==> src/astm_pkg.sv <==
// Shared types, constants and lookup functions for the ADC scan trimmed-mean filter.
// No dependencies; every other file in src imports this package.
`default_nettype none

package astm_pkg;

	localparam int SampleW = 10;
	localparam int SumW    = 13;
	localparam int SlotW   = 3;
	localparam int CountW  = 3;
	localparam int MuxW    = 4;

	localparam logic [CountW-1:0]  SAMPLES_LAST = 3'd5;
	localparam logic [SampleW-1:0] BATTERY_OFFSET_RST = 10'd3;
	localparam logic [SampleW-1:0] CHARGE_OFFSET_RST  = 10'd4;

	// configuration register indexes
	localparam logic CFG_BATTERY_OFFSET = 1'b0;
	localparam logic CFG_CHARGE_OFFSET  = 1'b1;

	// scan slots that carry an offset correction
	localparam logic [SlotW-1:0] SLOT_BATTERY = 3'd0;
	localparam logic [SlotW-1:0] SLOT_CHARGE  = 3'd2;

	typedef struct packed {
		logic [7:0] adc_high;
		logic [1:0] adc_low;
	} astm_in_t;

	typedef struct packed {
		logic               result_valid;
		logic [SlotW-1:0]   result_channel;
		logic [SampleW-1:0] result_value;
		logic [MuxW-1:0]    mux_select;
		logic               ref_is_vdd;
	} astm_out_t;

	// snapshot of the running tally after one sample, handed to the trim stage
	typedef struct packed {
		logic               done;
		logic [SlotW-1:0]   channel;
		logic [SumW-1:0]    sum;
		logic [SampleW-1:0] min_val;
		logic [SampleW-1:0] max_val;
		logic [MuxW-1:0]    mux_next;
		logic               ref_next;
	} astm_tally_t;

	function automatic logic [MuxW-1:0] mux_code(input logic [SlotW-1:0] slot);
		logic [MuxW-1:0] code;
		case (slot)
			3'd0: code = 4'h0;
			3'd1: code = 4'h2;
			3'd2: code = 4'h3;
			3'd3: code = 4'h4;
			3'd4: code = 4'h6;
			3'd5: code = 4'h7;
			3'd6: code = 4'h8;
			3'd7: code = 4'hb;
			default: code = 4'h0;
		endcase
		return code;
	endfunction

	// reference to use once the given slot has finished: VDD after slots 3..5
	function automatic logic ref_after(input logic [SlotW-1:0] slot);
		logic vdd;
		case (slot)
			3'd3, 3'd4, 3'd5: vdd = 1'b1;
			default: vdd = 1'b0;
		endcase
		return vdd;
	endfunction

endpackage

`default_nettype wire

==> src/astm_tally.sv <==
// Running tally of the scan: slot, sample count, min, max, sum and reference state.
// Depends on astm_pkg.
`default_nettype none

module astm_tally
	import astm_pkg::*;
(
	input  wire logic        clk,
	input  wire logic        arst_n,
	input  wire logic        step,
	input  wire astm_in_t    conv,
	output astm_tally_t      tally
);

	logic [SlotW-1:0]   slot_q;
	logic [CountW-1:0]  count_q;
	logic [SampleW-1:0] min_q;
	logic [SampleW-1:0] max_q;
	logic [SumW-1:0]    sum_q;
	logic               ref_q;

	logic [SampleW-1:0] sample;
	logic               first;
	logic               last;
	logic               below_min;
	logic [SampleW-1:0] min_nxt;
	logic [SampleW-1:0] max_nxt;
	logic [SumW-1:0]    sum_nxt;
	logic [CountW-1:0]  count_nxt;
	logic [SlotW-1:0]   slot_nxt;
	logic               ref_nxt;

	always_comb begin
		sample    = {conv.adc_high, conv.adc_low};
		first     = (count_q == '0);
		last      = (count_q >= SAMPLES_LAST);
		below_min = (sample < min_q);
		// first sample of a slot seeds min and max; later ones only widen them
		if (first) begin
			min_nxt = sample;
			max_nxt = sample;
		end else if (below_min) begin
			min_nxt = sample;
			max_nxt = max_q;
		end else if (sample > max_q) begin
			min_nxt = min_q;
			max_nxt = sample;
		end else begin
			min_nxt = min_q;
			max_nxt = max_q;
		end
		sum_nxt   = (first ? '0 : sum_q) + SumW'(sample);
		count_nxt = last ? '0 : count_q + CountW'(1);
		slot_nxt  = last ? slot_q + SlotW'(1) : slot_q;
		ref_nxt   = last ? ref_after(slot_q) : ref_q;

		tally.done     = last;
		tally.channel  = slot_q;
		tally.sum      = sum_nxt;
		tally.min_val  = min_nxt;
		tally.max_val  = max_nxt;
		tally.mux_next = mux_code(slot_nxt);
		tally.ref_next = ref_nxt;
	end

	always_ff @(posedge clk or negedge arst_n) begin
		if (!arst_n) begin
			slot_q  <= '0;
			count_q <= '0;
			sum_q   <= '0;
			ref_q   <= 1'b0;
		end else if (step) begin
			slot_q  <= slot_nxt;
			count_q <= count_nxt;
			sum_q   <= sum_nxt;
			ref_q   <= ref_nxt;
		end
	end

	always_ff @(posedge clk) begin
		if (step) begin
			min_q <= min_nxt;
			max_q <= max_nxt;
		end
	end

endmodule

`default_nettype wire

==> src/astm_trim.sv <==
// Trim stage: drop min and max, average the other four, apply the slot offset.
// Depends on astm_pkg.
`default_nettype none

module astm_trim
	import astm_pkg::*;
(
	input  wire astm_tally_t        tally,
	input  wire logic [SampleW-1:0] battery_offset,
	input  wire logic [SampleW-1:0] charge_offset,
	output astm_out_t               rpt
);

	logic [SumW-1:0]    trimmed;
	logic [SampleW-1:0] avg;
	logic [SampleW-1:0] corrected;

	always_comb begin
		trimmed = tally.sum - SumW'(tally.max_val) - SumW'(tally.min_val);
		avg     = trimmed[SampleW+1:2];
		// subtract the offset only when it does not underflow
		if (tally.channel == SLOT_BATTERY && avg >= battery_offset) begin
			corrected = avg - battery_offset;
		end else if (tally.channel == SLOT_CHARGE && avg >= charge_offset) begin
			corrected = avg - charge_offset;
		end else begin
			corrected = avg;
		end

		rpt.result_valid   = tally.done;
		rpt.result_channel = tally.done ? tally.channel : '0;
		rpt.result_value   = tally.done ? corrected : '0;
		rpt.mux_select     = tally.mux_next;
		rpt.ref_is_vdd     = tally.ref_next;
	end

endmodule

`default_nettype wire

==> src/adc_scan_trimmed_mean.sv <==
// Top level of the ADC scan trimmed-mean filter: beat registers, config registers, assertions.
// Depends on astm_pkg, astm_tally and astm_trim.
`default_nettype none

// Each conv beat carries one finished 10-bit conversion (adc_high:adc_low). The block walks
// eight scan slots, six samples per slot; on the sixth sample of a slot it drops the
// smallest and largest sample, averages the remaining four and, for slot 0 and slot 2,
// subtracts battery_offset or charge_offset when the average is at least that offset.
// Every conv beat yields exactly one rpt beat, which also carries the mux code and the
// reference for the next conversion; result_valid marks the beats that close a slot.
// Throughput is one beat per clock while rpt_stall allows; each beat passes the input register,
// then the result register, with the min/max/sum update of the running tally in between. The
// configuration port is always ready; write it only while no beat is in flight.
module adc_scan_trimmed_mean
	import astm_pkg::*;
(
	input  wire logic               clk,
	input  wire logic               arst_n,
	input  wire logic               conv_valid,
	output logic                    conv_stall,
	input  wire astm_in_t           conv,
	output logic                    rpt_valid,
	input  wire logic               rpt_stall,
	output astm_out_t               rpt,
	input  wire logic               cfg_valid,
	output logic                    cfg_ready,
	input  wire logic               cfg_index,
	input  wire logic [SampleW-1:0] cfg_data
);

	// input stage
	logic        conv_vld_s1;
	astm_in_t    conv_s1;

	// result stage
	logic        rpt_vld_q;
	astm_out_t   rpt_q;

	// configuration registers
	logic [SampleW-1:0] battery_offset_q;
	logic [SampleW-1:0] charge_offset_q;

	logic        advance;
	logic        step;
	astm_tally_t tally;
	astm_out_t   rpt_nxt;

	// The result register moves whenever it is empty or being drained; the input
	// register stalls only when it holds a beat that cannot move on.
	assign advance    = !rpt_vld_q || !rpt_stall;
	assign conv_stall = conv_vld_s1 && !advance;
	assign step       = conv_vld_s1 && advance;
	assign cfg_ready  = 1'b1;
	assign rpt_valid  = rpt_vld_q;
	assign rpt        = rpt_q;

	// Capture a conv beat whenever the input register is free to take one.
	always_ff @(posedge clk or negedge arst_n) begin
		if (!arst_n) begin
			conv_vld_s1 <= 1'b0;
		end else if (!conv_stall) begin
			conv_vld_s1 <= conv_valid;
		end
	end

	always_ff @(posedge clk) begin
		if (!conv_stall && conv_valid) begin
			conv_s1 <= conv;
		end
	end

	// Running tally: state advances exactly once per beat that leaves the input register.
	astm_tally u_tally (
		.clk    (clk),
		.arst_n (arst_n),
		.step   (step),
		.conv   (conv_s1),
		.tally  (tally)
	);

	// Trim, average and offset correction of the closing sample.
	astm_trim u_trim (
		.tally          (tally),
		.battery_offset (battery_offset_q),
		.charge_offset  (charge_offset_q),
		.rpt            (rpt_nxt)
	);

	// Result register: hold while stalled, advance otherwise.
	always_ff @(posedge clk or negedge arst_n) begin
		if (!arst_n) begin
			rpt_vld_q <= 1'b0;
		end else if (advance) begin
			rpt_vld_q <= conv_vld_s1;
		end
	end

	always_ff @(posedge clk) begin
		if (step) begin
			rpt_q <= rpt_nxt;
		end
	end

	// Configuration writes.
	always_ff @(posedge clk or negedge arst_n) begin
		if (!arst_n) begin
			battery_offset_q <= BATTERY_OFFSET_RST;
			charge_offset_q  <= CHARGE_OFFSET_RST;
		end else if (cfg_valid && cfg_ready) begin
			case (cfg_index)
				CFG_BATTERY_OFFSET: battery_offset_q <= cfg_data;
				CFG_CHARGE_OFFSET:  charge_offset_q  <= cfg_data;
				default: ;
			endcase
		end
	end

	// The input side stalls only while it holds a beat.
	a_stall_needs_beat: assert property (@(posedge clk) disable iff (!arst_n)
		conv_stall |-> conv_vld_s1)
		else $error("conv stalled with an empty input register");

	// A beat that does not close a slot reports zero channel and value.
	a_idle_fields_zero: assert property (@(posedge clk) disable iff (!arst_n)
		(rpt_valid && !rpt.result_valid) |->
		(rpt.result_channel == '0 && rpt.result_value == '0))
		else $error("result fields set without a completed average");

	// Closing a slot sets the reference: VDD exactly after slots 3, 4 and 5.
	a_ref_after_slot: assert property (@(posedge clk) disable iff (!arst_n)
		(rpt_valid && rpt.result_valid) |->
		(rpt.ref_is_vdd == (rpt.result_channel == 3'd3 || rpt.result_channel == 3'd4 ||
			rpt.result_channel == 3'd5)))
		else $error("reference select does not follow the finished slot");

	// A beat that closes a slot points the mux at the following slot.
	a_mux_follows_slot: assert property (@(posedge clk) disable iff (!arst_n)
		(rpt_valid && rpt.result_valid) |-> (rpt.mux_select == mux_code(rpt.result_channel +
			SlotW'(1))))
		else $error("mux code does not point at the next slot");

endmodule

`default_nettype wire
==> config.mk <==
export PLATFORM = sky130hd
export DESIGN_NAME = adc_scan_trimmed_mean
export DESIGN_NICKNAME = d
export VERILOG_FILES = /design/src/astm_pkg.sv /design/src/astm_tally.sv /design/src/astm_trim.sv /design/src/adc_scan_trimmed_mean.sv
export SDC_FILE = /design/constraint.sdc
export NUM_CORES = 1
export LEC_CHECK = 0
export BUFFER_PORTS_ARGS = -buffer_cell sky130_fd_sc_hd__buf_2
export CAP_MARGIN = 10
export CORE_MARGIN = 5
export CORE_UTILIZATION = 45
export DETAILED_ROUTE_END_ITERATION = 6
export HOLD_SLACK_MARGIN = 0.03
export PLACE_DENSITY_LB_ADDON = 0.05
export REMOVE_ABC_BUFFERS = 1
export SYNTH_ARGS = -nofsm -noshare
export SYNTH_HDL_FRONTEND = slang
export SYNTH_SLANG_ARGS = --single-unit
==> constraint.sdc <==
create_clock -name clk -period 6.9 [get_ports clk]
set_clock_uncertainty 0.1 [all_clocks]
set_input_delay 0.345 -clock clk [delete_from_list [all_inputs] [get_ports clk]]
set_output_delay 0.345 -clock clk [all_outputs]
set_load 0.005 [all_outputs]
==> impl_metrics.tcl, run 1 <==
set metrics [dict create \
    synthArstFlopShare_pct 45.6 \
    critPathCapture "rpt[9]$_SDFFCE_PP0P_" \
    start_util_pct 45.6 \
    cp.required_ps 6980 \
    path_depth 29 \
    r2r_setup_slack_ps 500 \
    layout_common_cells "71 x ha_1, 62 x inv_1, 49 x edfxtp_1" \
    syn_area_sq_um 6580 \
    cp_max_fo 20 \
    antenna_found_initial 0 \
    max_cap_viol_count 0 \
    critPathSlowestCell "fa_1" \
    grt_max_degree 56 \
    io_buffers 46 \
    run_status "complete, no violations" \
    drive_gt1_share_pct 19.4 \
    reg2reg_to "rpt[9]$_SDFFCE_PP0P_" \
    htreeDepth 3 \
    drtIter0Drc 246 \
    cpLargestDelayFamily "adder cells" \
    min_path_type "in -> async" \
    hold_viol 0 \
    ios 48 \
    syn_inst 635 \
    crit_buf_inv 3 \
    vias 4686 \
    n_antenna_cell 0 \
    critPathKind "reg -> reg" \
    fin_nets 799 \
    firstDrtPassIters 4 \
    dieHeight_um 131 \
    wl_um 14000 \
    cts_tree "built" \
    yosysSeqAreaShare_pct 38.0 \
    dieArea_sq_um 17100 \
    startpoint_type "register" \
    yosys_warnings 0 \
    postCtsHoldBufs 0 \
    gp_congestion 0.899 \
    grt_use_total_pct 17.7 \
    worst_setup_path_end_kind "register" \
    yosysTopAreaCellShare_pct 22.4 \
    synth.area.top_cells "edfxtp_1 22%, dfrtp_1 14%, ha_1 14%" \
    cpMostUsedCell "ha_1" \
    cts_root_buffer "clkbuf_16" \
    wl_per_cell_um 15.9 \
    mostFrequentLayoutCell "ha_1" \
    avgSynthCellArea_sq_um 10.4 \
    area_growth_pct 12.2 \
    rows 44 \
    setup_violations 0 \
    ant_nets 0 \
    cts_made_buffers 9 \
    drcViolationCount 0 \
    r2r_cells 29 \
    grt_overflow 0 \
    die_w_um 131 \
    vias_per_cell 5.33 \
    max_freq_mhz 156 \
    core_sq_um 14400 \
    arrival_ps 6480 \
    synth_cell_type_count 64 \
    clkSinkCount 90 \
    yosysTopAreaCell "edfxtp_1" \
    postLayoutCoreUtil_pct 51.2 \
    r2r_start "u_tally.count_q[0]$_DFFE_PN0P_" \
    clk_pin_slew_ps 70 \
    tightest_slew_ps 984 \
    rsz0062_at_grt "false" \
    clk_latency_ps 350 \
    grt_pass1_vias 4716 \
    ys_ff_latch 90 \
    grt_pass1_wl_um 23700 \
    fin_setup_tns_ps 0 \
    drv_slew 0 \
    synth_edf_count 49 \
    dp_hpwl_um 10700 \
    period_minus_slack_ps 6400 \
    max_stage_delay_ps 470 \
    cts_buffer_depth 2 \
    synth_ff_type "edfxtp_1" \
    min_period_over_period_pct 92.7 \
    critPathLaunch "u_tally.count_q[0]$_DFFE_PN0P_" \
    slew_headroom_pct 34.4 \
]
metal layers:
metal	GRT usage [%]	routed length [um]	vias up
li1	-	-	2375
met1	25.7	7220	2235
met2	27.1	6180	64
met3	2.68	385	12
met4	5.93	189	0
met5	0	0	-
cell usage after synthesis, types with 2 or more instances:
library cell,number
and3_1,3
o21ai_0,33
nor3b_1,3
o21a_1,4
xnor2_1,18
a211oi_2,2
or3_1,3
mux2i_1,28
edfxtp_1,49
inv_1,62
nand3_1,8
o31ai_1,2
a31oi_1,3
nand2b_1,9
nand3b_1,6
o21ai_1,4
xor2_1,13
nand4_1,6
and2_1,14
a21o_1,13
buf_2,2
a21oi_2,4
a21oi_1,30
buf_4,2
nand2_1,45
o311a_1,3
ha_1,71
nor2b_1,8
or4_1,2
fa_1,11
dfstp_2,3
or2_2,4
o2111ai_1,2
nor2_1,40
dfrtp_1,38
a211oi_1,6
o211ai_1,5
mux2_2,35
clkbuf_1,8
nor3_1,9
area by class of cell:
class	count	area [sq um]
clock buffers	12	246
clock inverters	4	51.3
fillers	1332	7050
inverters	63	236
multi-input cells	468	3770
flip-flops and latches	90	2500
well taps	184	230
repair buffers	59	340
cells by family after synthesis:
| family | count (synthesis) | synth area share (%) |
|---|---|---|
| muxes | 63 | 10.3 |
| DFF | 90 | 38.0 |
| and+or+nand+nor | 163 | 12.3 |
| AOI/OAI and AO/OA | 128 | 13.6 |
| other | 1 | 0.0570 |
| buffers and inverters | 77 | 4.83 |
| adders and majority gates | 82 | 16.9 |
| xor gates and xnor gates | 31 | 4.13 |
timing repair:
item | CTS | global route
endpoints found under the setup margin | 0 | 10
setup buffers | 0 | 3
resized for setup | 0 | 3
sequential cells by signal, indices dropped and copies added (netlist names):
register,flops
charge_offset_q,10
rpt_valid,1
u_tally.slot_q,3
rpt,19
u_tally.sum_q,12
u_tally.count_q,3
battery_offset_q,10
u_tally.ref_q,1
conv_s1,10
u_tally.max_q,10
u_tally.min_q,10
conv_vld_s1,1
through the flow:
stage | area [sq um] | std cells | hold slack, ps | worst slack [ps]
after global placement | 7030 | 861 | 350 | 439
after CTS | 7330 | 877 | 54.9 | 287
final | 7380 | 880 | 31.3 | 503
after floorplan | 6490 | 621 | -50.6 | 59.0
after detailed placement | 7030 | 861 | 356 | 363
after global routing | 7380 | 880 | 55.2 | 44.2
how the worst min path moves through the flow:
stage                                      start                               to  slack (ps)  depth (start not counted)
global placement    u_tally.sum_q[5]$_DFFE_PN0P_     u_tally.sum_q[5]$_DFFE_PN0P_         350                          2
detailed placement  u_tally.sum_q[8]$_DFFE_PN0P_     u_tally.sum_q[8]$_DFFE_PN0P_         360                          2
finish                                    arst_n    u_tally.slot_q[2]$_DFFE_PN0P_          30                          1
global route                             conv[2]             conv_s1[2]$_DFFE_PP_          60                          1
CTS                                      conv[5]             conv_s1[5]$_DFFE_PP_          50                          1
floorplan                                 arst_n  battery_offset_q[2]$_DFFE_PN0P_         -50                          0
Power of run 1 is not shown: default switching activity piles up to over one toggle a cycle in this logic, so the estimate is an artifact.
==> run 2, diff against run 1 <==
--- a/config.mk
+++ b/config.mk
@@ -8,7 +8,7 @@
 export BUFFER_PORTS_ARGS = -buffer_cell sky130_fd_sc_hd__buf_2
 export CAP_MARGIN = 10
 export CORE_MARGIN = 5
-export CORE_UTILIZATION = 45
+export CORE_UTILIZATION = 60
 export DETAILED_ROUTE_END_ITERATION = 6
 export HOLD_SLACK_MARGIN = 0.03
 export PLACE_DENSITY_LB_ADDON = 0.05
==> run 2 against run 1 <==
  * Worst setup slack got worse by 48 ps
  * Final cell count fell by 4.1%
  * Design area fell by 0.93%
  * Via count increased by 1.5%
  * Core utilization is 17 points higher
  * Worst hold slack better by 5.5 ps
  * First-iteration DRC count is 12% lower
  * Register-to-register slack got worse by 50 ps
  * Critical path depth fell by 5
  * Maximum frequency shrank 0.74%
  * Global-route usage increased by 4.7 points
  * Non-clock buffer count is 8 higher
  * Largest cell class unchanged
  * Highest routed layer unchanged
==> impl_metrics.tcl, run 2 (synthesis results as in run 1) <==
set metrics [dict create \
    run_status "complete, no violations" \
    grt_overflow 0 \
    antenna_found_initial 0 \
    cts_tree "built" \
    firstDrtPassIters 4 \
    worst_setup_path_end_kind "register" \
    fillers 861 \
    dp_hpwl_um 10500 \
    dieArea_sq_um 13200 \
    cp.required_ps 7000 \
    place_ws_ps 319 \
    vias_per_cell 5.64 \
    die_w_um 115 \
    startpoint_type "register" \
    core_sq_um 10800 \
    ant_nets 0 \
    cpLargestDelayFamily "compound AO/OA/AOI/OAI gates" \
    cts_root_buffer "clkbuf_8" \
    worst_slack_ps 455 \
    wl_per_cell_um 16.4 \
    min_path_type "in -> async" \
    mostFrequentLayoutCell "ha_1" \
    clkSinkCount 90 \
    start_util_pct 60.9 \
    cts_buffer_depth 2 \
    cp_max_fo 11 \
    htreeDepth 3 \
    slew_headroom_pct 32.3 \
    largest_reg_flops 19 \
    n_antenna_cell 0 \
    tightest_slew_ps 1020 \
    dieHeight_um 115 \
    clk_pin_slew_ps 90 \
    ios 48 \
    max_freq_mhz 155 \
    drcViolationCount 0 \
    cpMostUsedCell "ha_1" \
    layout_common_cells "71 x ha_1, 62 x inv_1, 49 x edfxtp_1" \
    vias 4758 \
    hold_viol 0 \
    grt_max_degree 42 \
    crit_buf_inv 2 \
    grt_pass1_vias 4731 \
    drv_slew 0 \
    gp_congestion 0.896 \
    drtIter0Drc 217 \
    grt_pass1_wl_um 23200 \
    period_minus_slack_ps 6450 \
    setup_violations 0 \
    clk_latency_ps 380 \
    wl_um 13800 \
    max_stage_delay_ps 500 \
    max_cap_viol_count 0 \
    critPathSlowestCell "edfxtp_1" \
    grt_use_total_pct 22.4 \
    cts_made_buffers 9 \
    area_growth_pct 11.2 \
    cp_cell_sequence "ha_1, a21o_1, a21o_1, a221oi_1, o21ai_2, a31oi_4, buf_4, mux2i_1, fa_1, ha_1, or3_1, o211ai_1, nand3b_1, xor2_2, ha_1, nand2_1, nor2_1, a211oi_1, o21ai_1, o21a_1, o31ai_2, buf_4, nor2_1, a211oi_1" \
    drive_gt1_share_pct 18.8 \
    rows 38 \
    critPathKind "reg -> reg" \
    arrival_ps 6550 \
    fin_nets 807 \
    io_buffers 46 \
    min_period_over_period_pct 93.4 \
]
run 2: changes by cell type in the layout (fill, tap and decap cells not counted), sizes merged:
cell / delta
buf: -2
clkinvlp: -1
bufinv: +1
dlygate4sd3: +10
run 2: path summary, 6_finish.rpt:
kind	from	endpoint	slack (ps)	cells past startpoint
worst min register to register	u_tally.sum_q[8]$_DFFE_PN0P_	u_tally.sum_q[8]$_DFFE_PN0P_	370	2
worst max register to register	conv_s1[7]$_DFFE_PP_	rpt[9]$_SDFFCE_PP0P_	450	24
max in group asynchronous	arst_n	charge_offset_q[7]$_DFFE_PN0P_	6030	1
worst max-delay path	conv_s1[7]$_DFFE_PP_	rpt[9]$_SDFFCE_PP0P_	450	24
worst min-delay path	arst_n	u_tally.slot_q[2]$_DFFE_PN0P_	40	1
min in group clk	conv_valid	conv_vld_s1$_DFFE_PN0N_	70	2
run 2: worst register-to-register path: stages, from the launching register on:
cell      delay [ps]
edfxtp_1         500
ha_1             360
a21o_1           180
a21o_1           170
a221oi_1         350
o21ai_2          150
a31oi_4          340
buf_4            280
mux2i_1          270
fa_1             430
ha_1             240
or3_1            350
o211ai_1         300
nand3b_1         200
xor2_2           310
ha_1             360
nand2_1          100
nor2_1            40
a211oi_1         200
o21ai_1          130
o21a_1           210
o31ai_2          240
buf_4            220
nor2_1            60
a211oi_1         200
run 2: what timing repair did:
item / CTS / global route
buffers inserted: 0 / 2
hold endpoints to repair: 10 / 0
gates resized for setup: 0 / 5
hold buffers: 10 / 0
endpoints found under the setup margin: 0 / 10
run 2: layer usage:
layer	routed length (um)	track usage, %	vias to the layer above
li1	-	-	2380
met1	6730	32.2	2261
met2	6150	34.4	99
met3	657	3.38	18
met4	272	8.31	0
met5	0	0	-
run 2: area by class of cell:
type	instances	area, sq um	share of cell area, %
Timing Repair Buffer	67	413	5.65
Clock inverter	4	68.8	0.941
Tap cell	140	175	2.40
Multi-Input combinational cell	468	3780	51.7
Sequential cell	90	2500	34.2
Clock buffer	12	135	1.85
Inverter	63	236	3.24
run 2: through the flow:
stage	TNS, ps	hold slack, ps	cell area, sq um	instances	util, %
4_1_cts	0	55.0	7280	842	67.4
3_5_place_dp	0	354	6970	816	64.6
5_1_grt	-4.17	80.8	7310	844	67.7
6_report	0	36.9	7310	844	67.7
2_1_floorplan	0	-50.6	6490	621	-
3_3_place_gp	0	349	6970	816	64.6
Power of run 2 is left out for the same reason.
